## config.mk

```make
export PLATFORM = sky130hd
export DESIGN_NAME = rolling_sum_chunk_boundary_core
export DESIGN_NICKNAME = d
export VERILOG_FILES = /design/src/rtl/core/rscb_pkg.sv /design/src/rtl/core/rscb_window_mem.sv /design/src/rtl/core/rscb_cut_unit.sv /design/src/rtl/core/rolling_sum_chunk_boundary_core.sv
export SDC_FILE = /design/constraint.sdc
export NUM_CORES = 1
export LEC_CHECK = 0
export BUFFER_PORTS_ARGS = -buffer_cell sky130_fd_sc_hd__buf_2
export CORE_ASPECT_RATIO = 1.75
export CORE_MARGIN = 2
export CORE_UTILIZATION = 45
export CTS_CLUSTER_DIAMETER = 30
export CTS_CLUSTER_SIZE = 16
export DETAILED_ROUTE_END_ITERATION = 16
export PLACE_DENSITY = 0.68
export RECOVER_POWER = 50
export SLEW_MARGIN = 10
export SYNTH_ARGS = -nofsm -noshare
export SYNTH_HDL_FRONTEND = slang
export SYNTH_SLANG_ARGS = --single-unit
```

## constraint.sdc

```tcl
create_clock -name clk_i -period 9.32 [get_ports clk_i]
set_input_delay 0.466 -clock clk_i [delete_from_list [all_inputs] [get_ports clk_i]]
set_output_delay 0.466 -clock clk_i [all_outputs]
set_load 0.1 [all_outputs]
```

## src/rtl/core/rscb_pkg.sv

```systemverilog
// Shared types and constants for the rolling-sum chunk boundary core.
package rscb_pkg;

  localparam int unsigned MaxWindow = 64;
  localparam int unsigned MaxChunk  = 8192;

  localparam int unsigned PtrW    = $clog2(MaxWindow);
  localparam int unsigned WinW    = $clog2(MaxWindow + 1);
  localparam int unsigned PosW    = $clog2(MaxChunk + 1);
  localparam int unsigned ByteW   = 8;
  localparam int unsigned SumW    = 10;
  localparam int unsigned WinLenW = 7;
  localparam int unsigned MaskW   = 10;
  localparam int unsigned LenW    = 14;
  localparam int unsigned CfgIdxW = 2;
  localparam int unsigned CfgDataW = 10;

  localparam logic [WinLenW-1:0] WinLenRst = 7'd48;
  localparam logic [MaskW-1:0]   MaskRst   = 10'd859;
  localparam logic [MaskW-1:0]   TargetRst = 10'd330;

  localparam logic [CfgIdxW-1:0] CfgWindowLen = 2'd0;
  localparam logic [CfgIdxW-1:0] CfgMask      = 2'd1;
  localparam logic [CfgIdxW-1:0] CfgTarget    = 2'd2;

  localparam logic [1:0] CauseNone  = 2'd0;
  localparam logic [1:0] CauseSum   = 2'd1;
  localparam logic [1:0] CauseLimit = 2'd2;
  localparam logic [1:0] CauseEnd   = 2'd3;

  typedef struct packed {
    logic [ByteW-1:0] data_byte;
    logic             stream_end;
  } in_beat_t;

  typedef struct packed {
    logic            chunk_end;
    logic [LenW-1:0] chunk_length;
    logic [1:0]      cut_cause;
  } out_beat_t;

  typedef struct packed {
    logic [WinW-1:0]  win;
    logic [MaskW-1:0] mask;
    logic [MaskW-1:0] target;
  } cfg_t;

  typedef struct packed {
    logic             we;
    logic [PtrW-1:0]  waddr;
    logic [ByteW-1:0] wdata;
    logic [PtrW-1:0]  raddr;
  } win_port_t;

endpackage

```

## src/rtl/core/rscb_window_mem.sv

```systemverilog
// Window byte ring: synchronous RAM, one write and one registered read per cycle.
module rscb_window_mem (
  input  logic                      clk_i,
  input  rscb_pkg::win_port_t       port_i,
  input  logic                      re_i,
  output logic [rscb_pkg::ByteW-1:0] rdata_o
);
  import rscb_pkg::*;

  logic [ByteW-1:0] mem_q [MaxWindow];
  logic [ByteW-1:0] rdata_q;

  always_ff @(posedge clk_i) begin
    if (port_i.we) begin
      mem_q[port_i.waddr] <= port_i.wdata;
    end
  end

  // forward a same-cycle write to the read port
  always_ff @(posedge clk_i) begin
    if (re_i) begin
      if (port_i.we && (port_i.waddr == port_i.raddr)) begin
        rdata_q <= port_i.wdata;
      end else begin
        rdata_q <= mem_q[port_i.raddr];
      end
    end
  end

  assign rdata_o = rdata_q;

endmodule

```

## src/rtl/core/rscb_cut_unit.sv

```systemverilog
// Window sum, chunk position and ring pointer update with boundary decision.
module rscb_cut_unit (
  input  logic                       clk_i,
  input  logic                       rst_ni,
  input  rscb_pkg::cfg_t             cfg_i,
  input  logic                       valid_i,
  input  logic                       fire_i,
  input  rscb_pkg::in_beat_t         beat_i,
  input  logic [rscb_pkg::ByteW-1:0] old_byte_i,
  output rscb_pkg::out_beat_t        result_o,
  output rscb_pkg::win_port_t        port_o
);
  import rscb_pkg::*;

  logic [SumW-1:0] sum_q, sum_d;
  logic [PosW-1:0] pos_q, pos_d;
  logic [PtrW-1:0] ptr_q, ptr_d;

  logic [PtrW-1:0] p_cur, p_nxt;
  logic [WinW-1:0] p_inc;
  logic            drop_old;
  logic [SumW-1:0] sx_new, sx_old, sum_new;
  logic [PosW-1:0] len;
  logic [1:0]      cause;

  always_comb begin
    p_cur = (WinW'(ptr_q) >= cfg_i.win) ? '0 : ptr_q;
    p_inc = WinW'(p_cur) + WinW'(1);
    p_nxt = (p_inc >= cfg_i.win) ? '0 : PtrW'(p_inc);

    drop_old = (pos_q >= PosW'(cfg_i.win));
    sx_new   = {{(SumW-ByteW){beat_i.data_byte[ByteW-1]}}, beat_i.data_byte};
    sx_old   = drop_old ? {{(SumW-ByteW){old_byte_i[ByteW-1]}}, old_byte_i} : '0;
    sum_new  = sum_q + sx_new - sx_old;

    len = pos_q + PosW'(1);

    if ((len >= PosW'(cfg_i.win)) && ((sum_new & cfg_i.mask) == cfg_i.target)) begin
      cause = CauseSum;
    end else if (len >= PosW'(MaxChunk)) begin
      cause = CauseLimit;
    end else if (beat_i.stream_end) begin
      cause = CauseEnd;
    end else begin
      cause = CauseNone;
    end
  end

  assign result_o.chunk_end    = (cause != CauseNone);
  assign result_o.chunk_length = LenW'(len);
  assign result_o.cut_cause    = cause;

  // read ahead assuming no cut; after a cut the old byte goes unused
  assign port_o.we    = fire_i;
  assign port_o.waddr = p_cur;
  assign port_o.wdata = beat_i.data_byte;
  assign port_o.raddr = valid_i ? p_nxt : p_cur;

  always_comb begin
    sum_d = sum_q;
    pos_d = pos_q;
    ptr_d = ptr_q;
    if (fire_i) begin
      if (cause != CauseNone) begin
        sum_d = '0;
        pos_d = '0;
        ptr_d = '0;
      end else begin
        sum_d = sum_new;
        pos_d = len;
        ptr_d = p_nxt;
      end
    end
  end

  always_ff @(posedge clk_i or negedge rst_ni) begin
    if (!rst_ni) begin
      sum_q <= '0;
      pos_q <= '0;
      ptr_q <= '0;
    end else begin
      sum_q <= sum_d;
      pos_q <= pos_d;
      ptr_q <= ptr_d;
    end
  end

endmodule

```

## src/rtl/core/rolling_sum_chunk_boundary_core.sv

```systemverilog
// Top level of the rolling-sum content-defined chunk boundary core.
//
// Input channel: one stream byte per beat (data_byte, stream_end) on
// in_valid_i / in_stall_o. Output channel: one result beat per input beat
// (chunk_end, chunk_length, cut_cause) on out_valid_o / out_stall_i.
// Configuration: cfg_we_i writes cfg_wdata_i to register cfg_idx_i
// (0 window length, 1 boundary mask, 2 boundary target); write only when idle.
// An accepted byte is registered in the read stage, and its result is then
// registered in the output register. Throughput: one byte per cycle while
// the receiver does not stall; the window RAM read for the next byte is
// issued while the current byte updates the rolling sum, so a byte follows every cycle.
// Reset clears the sum, chunk position, ring pointer and both pipeline
// stages, and loads the default window length 48, mask 859 and target 330.
// The window RAM is not cleared; entries are used only after being written.
// When the receiver stalls, the result holds in the output register, one
// more byte waits in the read stage, then in_stall_o rises.
module rolling_sum_chunk_boundary_core (
  input  logic                           clk_i,
  input  logic                           rst_ni,
  input  logic                           cfg_we_i,
  input  logic [rscb_pkg::CfgIdxW-1:0]   cfg_idx_i,
  input  logic [rscb_pkg::CfgDataW-1:0]  cfg_wdata_i,
  input  logic                           in_valid_i,
  output logic                           in_stall_o,
  input  rscb_pkg::in_beat_t             in_beat_i,
  output logic                           out_valid_o,
  input  logic                           out_stall_i,
  output rscb_pkg::out_beat_t            out_beat_o
);
  import rscb_pkg::*;

  logic [WinLenW-1:0] win_len_q;
  logic [MaskW-1:0]   mask_q;
  logic [MaskW-1:0]   target_q;
  cfg_t               cfg;

  logic      s1_valid_q;
  in_beat_t  s1_beat_q;
  logic      out_valid_q;
  out_beat_t out_beat_q;

  logic             advance, in_fire;
  out_beat_t        result;
  win_port_t        port;
  logic [ByteW-1:0] old_byte;

  always_ff @(posedge clk_i or negedge rst_ni) begin
    if (!rst_ni) begin
      win_len_q <= WinLenRst;
      mask_q    <= MaskRst;
      target_q  <= TargetRst;
    end else if (cfg_we_i) begin
      unique case (cfg_idx_i)
        CfgWindowLen: win_len_q <= cfg_wdata_i[WinLenW-1:0];
        CfgMask:      mask_q    <= cfg_wdata_i[MaskW-1:0];
        CfgTarget:    target_q  <= cfg_wdata_i[MaskW-1:0];
        default: ;
      endcase
    end
  end

  // clamp window length to 1..MaxWindow
  always_comb begin
    if (win_len_q == '0) begin
      cfg.win = WinW'(1);
    end else if (32'(win_len_q) > MaxWindow) begin
      cfg.win = WinW'(MaxWindow);
    end else begin
      cfg.win = WinW'(win_len_q);
    end
    cfg.mask   = mask_q;
    cfg.target = target_q;
  end

  assign advance    = s1_valid_q && (!out_valid_q || !out_stall_i);
  assign in_stall_o = s1_valid_q && !advance;
  assign in_fire    = in_valid_i && !in_stall_o;

  always_ff @(posedge clk_i or negedge rst_ni) begin
    if (!rst_ni) begin
      s1_valid_q  <= 1'b0;
      out_valid_q <= 1'b0;
    end else begin
      if (in_fire) begin
        s1_valid_q <= 1'b1;
      end else if (advance) begin
        s1_valid_q <= 1'b0;
      end
      if (advance) begin
        out_valid_q <= 1'b1;
      end else if (!out_stall_i) begin
        out_valid_q <= 1'b0;
      end
    end
  end

  always_ff @(posedge clk_i) begin
    if (in_fire) begin
      s1_beat_q <= in_beat_i;
    end
    if (advance) begin
      out_beat_q <= result;
    end
  end

  rscb_cut_unit u_cut (
    .clk_i      (clk_i),
    .rst_ni     (rst_ni),
    .cfg_i      (cfg),
    .valid_i    (s1_valid_q),
    .fire_i     (advance),
    .beat_i     (s1_beat_q),
    .old_byte_i (old_byte),
    .result_o   (result),
    .port_o     (port)
  );

  rscb_window_mem u_mem (
    .clk_i   (clk_i),
    .port_i  (port),
    .re_i    (in_fire),
    .rdata_o (old_byte)
  );

  assign out_valid_o = out_valid_q;
  assign out_beat_o  = out_beat_q;

endmodule
```

# --- Word level (Yosys, flattened, before mapping) ---
# Memory sizes are Yosys's and may differ from the RTL's. A register that Yosys moved wholly into a read port is not among the register bits.
# Cells that the tools add are included.
word_totals:
  regBits: 85
  latchBits: 0
  ram_bits: 512
  romBits: 0
  out_inout_bits: 19
  mem_count: 1
memory_table:
  columns: ["memory", "depth", "width", "read_ports", "rd_ports_with_merged_regs", "wr", "line", "text"]
  rows:
  - ["u_mem.mem_q", 64, 8, 1, 1, 1, "rscb_window_mem.sv:10", "logic [ByteW-1:0] mem_q [MaxWindow];"]
classes:
  add_sub_neg: 4
  mul: 0
  div_mod_pow: 0
  n_lt_le_gt_ge: 6
  eq_ne: 4
  shift: 0
  mux: 18
  n_bitwise: 1
  reduce_logical: 16
op_table:
  columns: ["op", "n"]
  rows:
  - ["$ge 14x7->1", 2]
  - ["$mux 6", 4]
  - ["$mux 10", 2]
  - ["$add 14x1->14 const B", 1]
  - ["$ge 14x14->1 const B", 1]
  - ["$mux 14", 1]
  - ["$mux 7", 2]
  - ["$add 10x10->10", 1]
  - ["$and 10x10->10", 1]
  - ["$eq 10x10->1", 1]
  - ["$sub 10x10->10", 1]
  - ["$add 6x1->7 const B", 1]
  - ["$ge 6x7->1", 1]
  - ["$ge 7x7->1", 1]
  - ["$gt 7x7->1 const B", 1]
  - ["$logic_not 7->1", 1]
  - ["$mux 1", 6]
  - ["$mux 2", 3]
  - ["$reduce_and 2->1", 3]
  - ["$logic_and 1x1->1", 4]
  - ["$logic_not 1->1", 4]
  - ["$reduce_bool 2->1", 2]
  - ["$eq 2x1->1 const B", 1]
  - ["$eq 2x2->1 const B", 1]
  - ["other kinds (3)", 3]

# --- Logic depth before layout (Yosys ltp) ---
# Gate-level depths: netlist of the first run.
depth:
  depth_word: 12
  ltp_mapped: 28
  ltp_nobuf: 28

# --- By module ---
# From an unflattened synthesis of the first run, not the netlist that was laid out.
hier_totals:
  cells_unflattened: 1699
  area_unflattened_um2: 26314.0
modules_own_cells:
  columns: ["module", "n_inst", "cells_per_inst", "area_per_inst_um2"]
  rows:
  - ["rscb_window_mem", 1, 1143, 20591.0]
  - ["rscb_cut_unit", 1, 454, 3747.3]
  - ["rolling_sum_chunk_boundary_core", 1, 102, 1975.6]

# --- Worst setup path after synthesis of the first run ---
# No wires, ideal clock.
synth_path:
  path_type: "flip-flop to flip-flop"
  from: "register win_len_q[1]"
  to: "register u_cut.pos_q[2]"
  setup_time_ps: 125
  t_arrival_ps: 5330
  required_ps: 9195
  path_slack_ps: 3865
  path_stages_with_launch: 29
  n_path_buf: 1
  synth_period_minus_slack_ps: 5455
  path_cell_list: "dfrtp_1 nor3_1 a21oi_1 nor2_1 ha_1 nand2b_1 a21oi_1 nor2b_1 o21ai_0 nand2b_1 a21oi_1 nor2b_1 o21ai_0 nand3_1 and2_1 ha_1 inv_1 ha_1 fa_1 a21oi_1 o21bai_1 a2111o_1 and4_1 nor4_1 o221ai_1 o31ai_2 buf_2 o21ai_0 o2bb2ai_1"
synth_between:
  elab_chain_cells: 12
  elab_cells_between_ends: 14
synth_rtl:
  columns: ["element", "line", "text"]
  rows:
  - ["from (decl)", "rolling_sum_chunk_boundary_core.sv:32", "logic [WinLenW-1:0] win_len_q;"]
  - ["from (signal assigned)", "rolling_sum_chunk_boundary_core.sv:49", "win_len_q <= WinLenRst;"]
  - ["from (signal assigned)", "rolling_sum_chunk_boundary_core.sv:54", "CfgWindowLen: win_len_q <= cfg_wdata_i[WinLenW-1:0];"]
  - ["$gt 7x7->1", "rolling_sum_chunk_boundary_core.sv:66", "end else if (32'(win_len_q) > MaxWindow) begin"]
  - ["$mux 7", "rolling_sum_chunk_boundary_core.sv:66", null]
  - ["$mux 7 *", "rolling_sum_chunk_boundary_core.sv:64", "if (win_len_q == '0) begin"]
  - ["$ge 14x7->1", "rscb_cut_unit.sv:31", "drop_old = (pos_q >= PosW'(cfg_i.win));"]
  - ["$mux 10", "rscb_cut_unit.sv:33", "sx_old = drop_old ? {{(SumW-ByteW){old_byte_i[ByteW-1]}}, old_byte_i} : '0;"]
  - ["$sub 10x10->10", "rscb_cut_unit.sv:34", "sum_new = sum_q + sx_new - sx_old;"]
  - ["$and 10x10->10", "rscb_cut_unit.sv:38", "if ((len >= PosW'(cfg_i.win)) && ((sum_new & cfg_i.mask) == cfg_i.target)) begin"]
  - ["$eq 10x10->1", "rscb_cut_unit.sv:38", null]
  - ["$logic_and 1x1->1 *", "rscb_cut_unit.sv:38", null]
  - ["$mux 2 *", "rscb_cut_unit.sv:38", null]
  - ["$reduce_bool 2->1 *", "rscb_cut_unit.sv:64", "if (cause != CauseNone) begin"]
  - ["$mux 14 *", "rscb_cut_unit.sv:64", null]
  - ["to (signal assigned)", "rscb_cut_unit.sv:83", "pos_q <= pos_d;"]
  - ["to (decl)", "rscb_cut_unit.sv:16", "logic [PosW-1:0] pos_q, pos_d;"]
# Every way passes the cells marked *; elsewhere a longest branch is shown, timed or not.
# A chain may end at the register's enable or synchronous reset.

# --- Worst setup path after layout of the first run ---
layout_path:
  from: "register win_len_q[1]"
  to: "register u_mem.rdata_q[4] (netlist: u_mem.rdata_o[4]) (read register of u_mem.mem_q), data pin"
layout_between:
  elab_chain_cells: 9
  elab_cells_between_ends: 10
layout_rtl:
  columns: ["element", "line", "text"]
  rows:
  - ["$gt 7x7->1", "rolling_sum_chunk_boundary_core.sv:66", null]
  - ["$mux 7", "rolling_sum_chunk_boundary_core.sv:66", null]
  - ["$mux 7 *", "rolling_sum_chunk_boundary_core.sv:64", null]
  - ["$ge 6x7->1", "rscb_cut_unit.sv:27", "p_cur = (WinW'(ptr_q) >= cfg_i.win) ? '0 : ptr_q;"]
  - ["$mux 6", "rscb_cut_unit.sv:27", null]
  - ["$add 6x1->7", "rscb_cut_unit.sv:28", "p_inc = WinW'(p_cur) + WinW'(1);"]
  - ["$ge 7x7->1", "rscb_cut_unit.sv:29", "p_nxt = (p_inc >= cfg_i.win) ? '0 : PtrW'(p_inc);"]
  - ["$mux 6", "rscb_cut_unit.sv:29", null]
  - ["$mux 6 *", "rscb_cut_unit.sv:57", "assign port_o.raddr = valid_i ? p_nxt : p_cur;"]
  - ["to (decl)", "rscb_window_mem.sv:11", "logic [ByteW-1:0] rdata_q;"]
# Marks and branches as above.

==> out/qor.yml, run 1 <==
power:
  peakVddDrop_mv: 0.349
  p_leak_nw: 10.7
  power.density_nw_per_um2: 337
synthesis:
  synthDistinctLibCells: 76
  synth-edff-count: 546
  syn_area_um2: 26700
  synthTopCellsByArea: "edfxtp_1 (61%), nand2_1 (7.9%), dfrtp_1 (4.3%)"
  synth_compound_area_share_pct: 8.48
  ys.flop_type: "edfxtp_1"
  yosys.area_share.adder_pct: 2.55
  synth_most_common_cell: "nand2_1"
  syn_inst: 2179
  synthMuxAreaShare_pct: 1.51
  synth_xor_area_share_pct: 1.05
  synth_top_cell_by_area: "edfxtp_1"
  yosys.area_share.simple_pct: 15.9
  async_flop_share_pct: 9.75
  ys_ff_latch: 605
  synth_top_area_share_pct: 61.5
  avgSynthCellArea_um2: 12.2
  synth_commonest_cells: "nand2_1 (558), edfxtp_1 (546), nand3_1 (127), nor2_1 (95), and3_1 (75)"
  synth_top_family_by_area: "simple AND/OR/NAND/NOR gates"
  yosys_warnings: 0
  yosysSeqAreaShare_pct: 67.1
  syn_nets: 2254
critical_path:
  critPathArrivalTime_ps: 8200
  cp_num_buf_inv: 2
  crit_chain: "nor3_1, a21oi_1, nor2_1, ha_1, nor2b_1, o21ai_0, a21oi_2, and2_1, nand3_1, nor4_1, ha_1, and3_4, a221o_1, a21o_1, o32ai_4, buf_12, buf_4, a311oi_1, o21ai_0, o2111ai_1, a221o_1"
  critPathCapture: "u_mem.rdata_o[4]"
  crit_family: "compound AO/OA/AOI/OAI gates"
  critPathKind: "reg2reg"
  reg2reg_slack_ps: 1480
  start_kind: "flip-flop"
  slowest_stage: "o21ai_0"
  crit_start: "win_len_q[1]"
  reg2reg_to: "u_mem.rdata_o[4]"
  worst-path-max-fanout: 120
  cp.depth: 21
  critPathCaptureType: "flip-flop"
  worstRegToRegCells: 21
  slowest_delay_ps: 700
  cp.required_ps: 9680
  reg2reg_from: "win_len_q[1]"
grt:
  grt_max_degree: 178
  grt_overflow_total: 0
  grt_use_total_pct: 24.2
  grt_first_pass_wirelength_mm: 112
  antenna_found_initial: 1
  grt_pass1_vias: 18300
timing:
  rsz0062_at_grt: "no"
  finalSetupViolations: 0
  clock_skew_ps: 19.2
  hold_ws_ps: 36.1
  drv_slew: 605
  finalCriticalPeriod_ps: 7840
  fmax_mhz: 128
  maxSlewHeadroom_pct: -122
  finalHoldViolCount: 0
  tightest_slew_ps: 3330
  fin_crit_sh_pct: 84.1
  tns_ps: 0
clock_tree:
  cts_tree: "done"
  clock-sinks: 605
  postCtsHoldBufs: 0
  cts_made_buffers: 71
  htreeDepth: 3
  clockBufferDepth: 3
  clk_pin_slew_ps: 70
  cts_root_buf: "clkbuf_16"
  clkLatencyLatePin_ps: 610
  ctsResizeCount: 0
  postCtsSetupBuffers: 0
die:
  num_rows: 118
  die_w_um: 188
  initial_utilization_pct: 45.3
  die_area_um2: 61300
  dieHeight_um: 326
  core_um2: 58900
  io-pin-count: 45
finish:
  area_growth_pct: 12.6
  final_area_um2: 30000
  final-instance-count-excl-fill: 3035
  final_layout_size_suffix_gt1_share_pct: 10.9
  nets: 2274
  fill_cells: 4844
placement:
  hpwl_mm: 47.6
  dp_cells: 2906
  gp_congestion: 0.910
  portBuffers: 44
  dpl_cell_area_um2: 27500
drt:
  totalWireLength_mm: 74.2
  drt.antenna.violating_nets: 0
  dr.pass1.iters: 8
  drt_iter0_markers: 1803
  dr_total_vias: 18200
  drc: 0
  routed_via_density: 6.00
  wire_per_inst_um: 24.4
outcome:
  status: "finished, violations left"
  failed_checks: "capacitance limit, slew limit"
run:
  drv_cap: 11
worst_hold_path:
  hp-start: "in_beat_i[2]"
  hp-class: "in2reg"
[worst reg2reg max path, cell delays in order, from the launching register on]
cell       delay, ps
dfrtp_1          400
nor3_1           210
a21oi_1          110
nor2_1           260
ha_1             300
nor2b_1          140
o21ai_0          200
a21oi_2          460
and2_1           300
nand3_1          470
nor4_1           390
ha_1             320
and3_4           200
a221o_1          410
a21o_1           340
o32ai_4          210
buf_12           490
buf_4            790
a311oi_1          90
o21ai_0          700
o2111ai_1        390
a221o_1          440
[where the power goes]
part | switching, mW | total [mW] | internal, mW
Sequential | 0.0954 | 3.23 | 3.13
Combinational | 2.68 | 3.90 | 1.22
Clock | 1.18 | 3.00 | 1.82
[worst min-delay path by stage]
stage	end	slack (ps)	depth (start not counted)
final	s1_beat_q[2]	40	1
after global routing	s1_beat_q[0]	30	1
after CTS	s1_beat_q[0]	20	1
after detailed placement	u_cut.sum_q[8]	480	2
after global placement	u_cut.sum_q[8]	470	2
after floorplan	mask_q[2]	170	0
[layer usage]
layer,vias up,global-route usage (%),routed length [um]
met5,-,0,0
met1,9052,26.0,25200
met4,0,17.9,5770
met2,860,42.9,38700
met3,255,3.82,4490
li1,8039,-,-
[area by class of cell]
| type | count | area (um^2) | area share (%) |
|---|---|---|---|
| clock buffer | 80 | 1920 | 6.38 |
| inverter | 56 | 210 | 0.700 |
| sequential | 605 | 17900 | 59.6 |
| tap | 780 | 976 | 3.25 |
| antenna | 1 | 2.50 | 0.00833 |
| timing repair buffer | 79 | 493 | 1.64 |
| clock inverter | 48 | 647 | 2.15 |
| multi-input combinational | 1386 | 7910 | 26.3 |
[metrics by stage]
stage	worst slack, ps	utilization, %	total power, mW
3_3_place_gp	1920	46.7	7.05
4_1_cts	1730	51.1	10.1
6_report	1480	51.0	10.1
2_1_floorplan	3860	-	6.01
5_1_grt	1130	51.0	10.6
3_5_place_dp	1760	46.7	7.12
[logic make-up after synthesis]
logic type / after synthesis
DFF: 605
xor gates and xnor gates: 32
AOI/OAI and AO/OA: 307
muxes: 37
and+or+nand+nor: 961
buffers and inverters: 188
adders and majority gates: 49
[registers in the layout, summed over array words and instances, names as in the netlist]
| name | flops |
|---|---|
| s1_beat_q | 9 |
| u_cut.pos_q | 14 |
| s1_valid_q | 1 |
| u_mem.rdata_o | 8 |
| target_q | 10 |
| win_len_q | 7 |
| out_valid_o | 1 |
| out_beat_o | 17 |
| mask_q | 10 |
| u_cut.ptr_q | 6 |
| u_mem.mem_q | 512 |
| u_cut.sum_q | 10 |
[cell usage in the layout, fill, tap and decap left out, types with 15 or more instances in the layout]
cell,Yosys,layout
xnor2_1,21,21
nor3_1,26,26
mux2_2,26,26
dfrtp_1,46,46
nand3_1,127,127
o21ai_0,34,34
a21oi_1,45,44
clkbuf_16,0,76
a311oi_1,74,74
a31oi_1,26,26
edfxtp_1,546,546
ha_1,40,40
buf_4,13,17
nor2_1,95,95
buf_2,54,41
inv_1,56,56
and3_1,75,75
clkbuf_1,51,20
nand2_1,558,558
and2_1,15,15
No activity file was read; power rests on OpenSTA's default activity.
==> inputs of run 2 (changes only) <==
Clock period 9.32 ns to 7.9 ns, I/O delays scaled along.
==> run 2 against run 1 <==
The flow still finishes with violations (capacitance limit, slew limit). Worst hold slack improved by 7.5 ps. First-iteration DRC count decreased by 7.4%. Register-to-register slack got worse by 1100 ps. Non-clock buffer count is 41 higher. Final area grew 0.78%. Routed wire length is 0.46% higher. Clock power increased by 9.7%. Critical path depth stayed put. Sequential power rose by 17%. Cell count up 1.4%. Combinational power rose by 25%. Worst setup slack worse by 1100 ps. Critical path type unchanged. Largest power group unchanged. Highest routed layer unchanged.
==> out/qor.yml, run 2 (synthesis results as in run 1) <==
grt:
  grt_max_degree: 66
  grt_use_total_pct: 24.3
  grt_first_pass_wirelength_mm: 112
  antenna_found_initial: 0
  grt_pass1_vias: 18400
  grt_overflow_total: 0
timing:
  layout_setup_ws_ps: 359
  hold_ws_ps: 43.6
  finalSetupViolations: 0
  drv_slew: 558
  fin_crit_sh_pct: 95.5
  rsz0062_at_grt: "no"
  tns_ps: 0
  finalHoldViolCount: 0
  clock_skew_ps: 22.2
  fmax_mhz: 133
  finalCriticalPeriod_ps: 7540
  maxSlewHeadroom_pct: -125
  tightest_slew_ps: 3380
finish:
  n_antenna_cell: 0
  final_layout_size_suffix_gt1_share_pct: 11.7
  final_cell_mix: "nand2_1 (558), edfxtp_1 (546), nand3_1 (127)"
  final-instance-count-excl-fill: 3078
  area_growth_pct: 13.5
  largest_reg_flops: 512
  fin_util_pct: 51.4
  final_area_um2: 30300
  layout_commonest_cell: "nand2_1"
  regMostFlops: "u_mem.mem_q"
  nets: 2315
power:
  peakVddDrop_mv: 0.282
  power.density_nw_per_um2: 395
  p_total_mw: 12.0
  p_leak_nw: 10.8
critical_path:
  slowest_stage: "a311oi_1"
  slowest_delay_ps: 920
  cp_num_buf_inv: 1
  cp.required_ps: 8370
  start_kind: "flip-flop"
  critPathKind: "reg2reg"
  critPathArrivalTime_ps: 8010
  worst-path-max-fanout: 19
  critPathCaptureType: "flip-flop"
  crit_chain: "nor3_1, a21oi_1, nor2_1, ha_1, nor2b_1, o21ai_0, a21oi_2, and2_1, nand3_1, nor4_1, ha_1, and3_4, a221o_1, a21o_1, o32ai_4, buf_4, a21oi_1, a221oi_1, a31oi_1, a311oi_1, a221o_1"
  crit_family: "compound AO/OA/AOI/OAI gates"
drt:
  routed_via_density: 5.88
  wire_per_inst_um: 24.2
  totalWireLength_mm: 74.5
  drc: 0
  drt.antenna.violating_nets: 0
  drt_iter0_markers: 1669
  dr.pass1.iters: 6
  dr_total_vias: 18100
outcome:
  status: "finished, violations left"
  failed_checks: "capacitance limit, slew limit"
die:
  io-pin-count: 45
  dieHeight_um: 326
  die_area_um2: 61300
  initial_utilization_pct: 45.3
  num_rows: 118
  core_um2: 58900
  die_w_um: 188
placement:
  dp_cells: 2936
  dpl_cell_area_um2: 27800
  post-place-ws_ps: 599
  gp_congestion: 0.926
  hpwl_mm: 48.9
  portBuffers: 44
clock_tree:
  cts_made_buffers: 71
  postCtsSetupBuffers: 0
  cts_tree: "done"
  clk_pin_slew_ps: 60
  clkLatencyLatePin_ps: 610
  clock-sinks: 605
  ctsResizeCount: 0
  htreeDepth: 3
  cts_root_buf: "clkbuf_16"
  clockBufferDepth: 3
  postCtsHoldBufs: 11
run:
  drv_cap: 11
worst_hold_path:
  hp-class: "in2reg"
## run 2: layout make-up
class,instances,area [um^2]
Fill cell,4904,28600
Multi-Input combinational cell,1386,7900
Timing Repair Buffer,120,896
Inverter,56,210
Clock inverter,53,524
Clock buffer,78,1880
Sequential cell,605,17900
Tap cell,780,976
## run 2: layer usage
| layer | vias to the layer above | part of all wire (%) | wire [um] | track usage, % |
|---|---|---|---|---|
| met4 | 0 | 8.3 | 6210 | 18.4 |
| met2 | 820 | 52 | 38400 | 43.3 |
| met5 | - | 0 | 0 | 0 |
| li1 | 8125 | - | - | - |
| met3 | 257 | 6.4 | 4780 | 3.75 |
| met1 | 8911 | 34 | 25100 | 25.5 |
## run 2: where the power goes
group / internal [mW] / switching (mW) / total [mW] / leakage (nW)
clock network: 1.86 / 1.43 / 3.29 / 1.17
logic: 1.62 / 3.24 / 4.87 / 4.00
registers: 3.70 / 0.0928 / 3.79 / 5.66
## run 2: final timing paths
check / startpoint / endpoint / slack [ps] / depth (start not counted)
worst max register to register: win_len_q[1] / u_mem.rdata_o[6] / 360 / 21
worst min-delay path: cfg_wdata_i[9] / mask_q[9] / 40 / 2
worst max-delay path: win_len_q[1] / u_mem.rdata_o[6] / 360 / 21
max in group asynchronous: rst_ni / u_cut.ptr_q[5] / 4440 / 3
worst min register to register: u_cut.sum_q[7] / u_cut.sum_q[7] / 490 / 2
min in group asynchronous: rst_ni / mask_q[5] / 1530 / 3
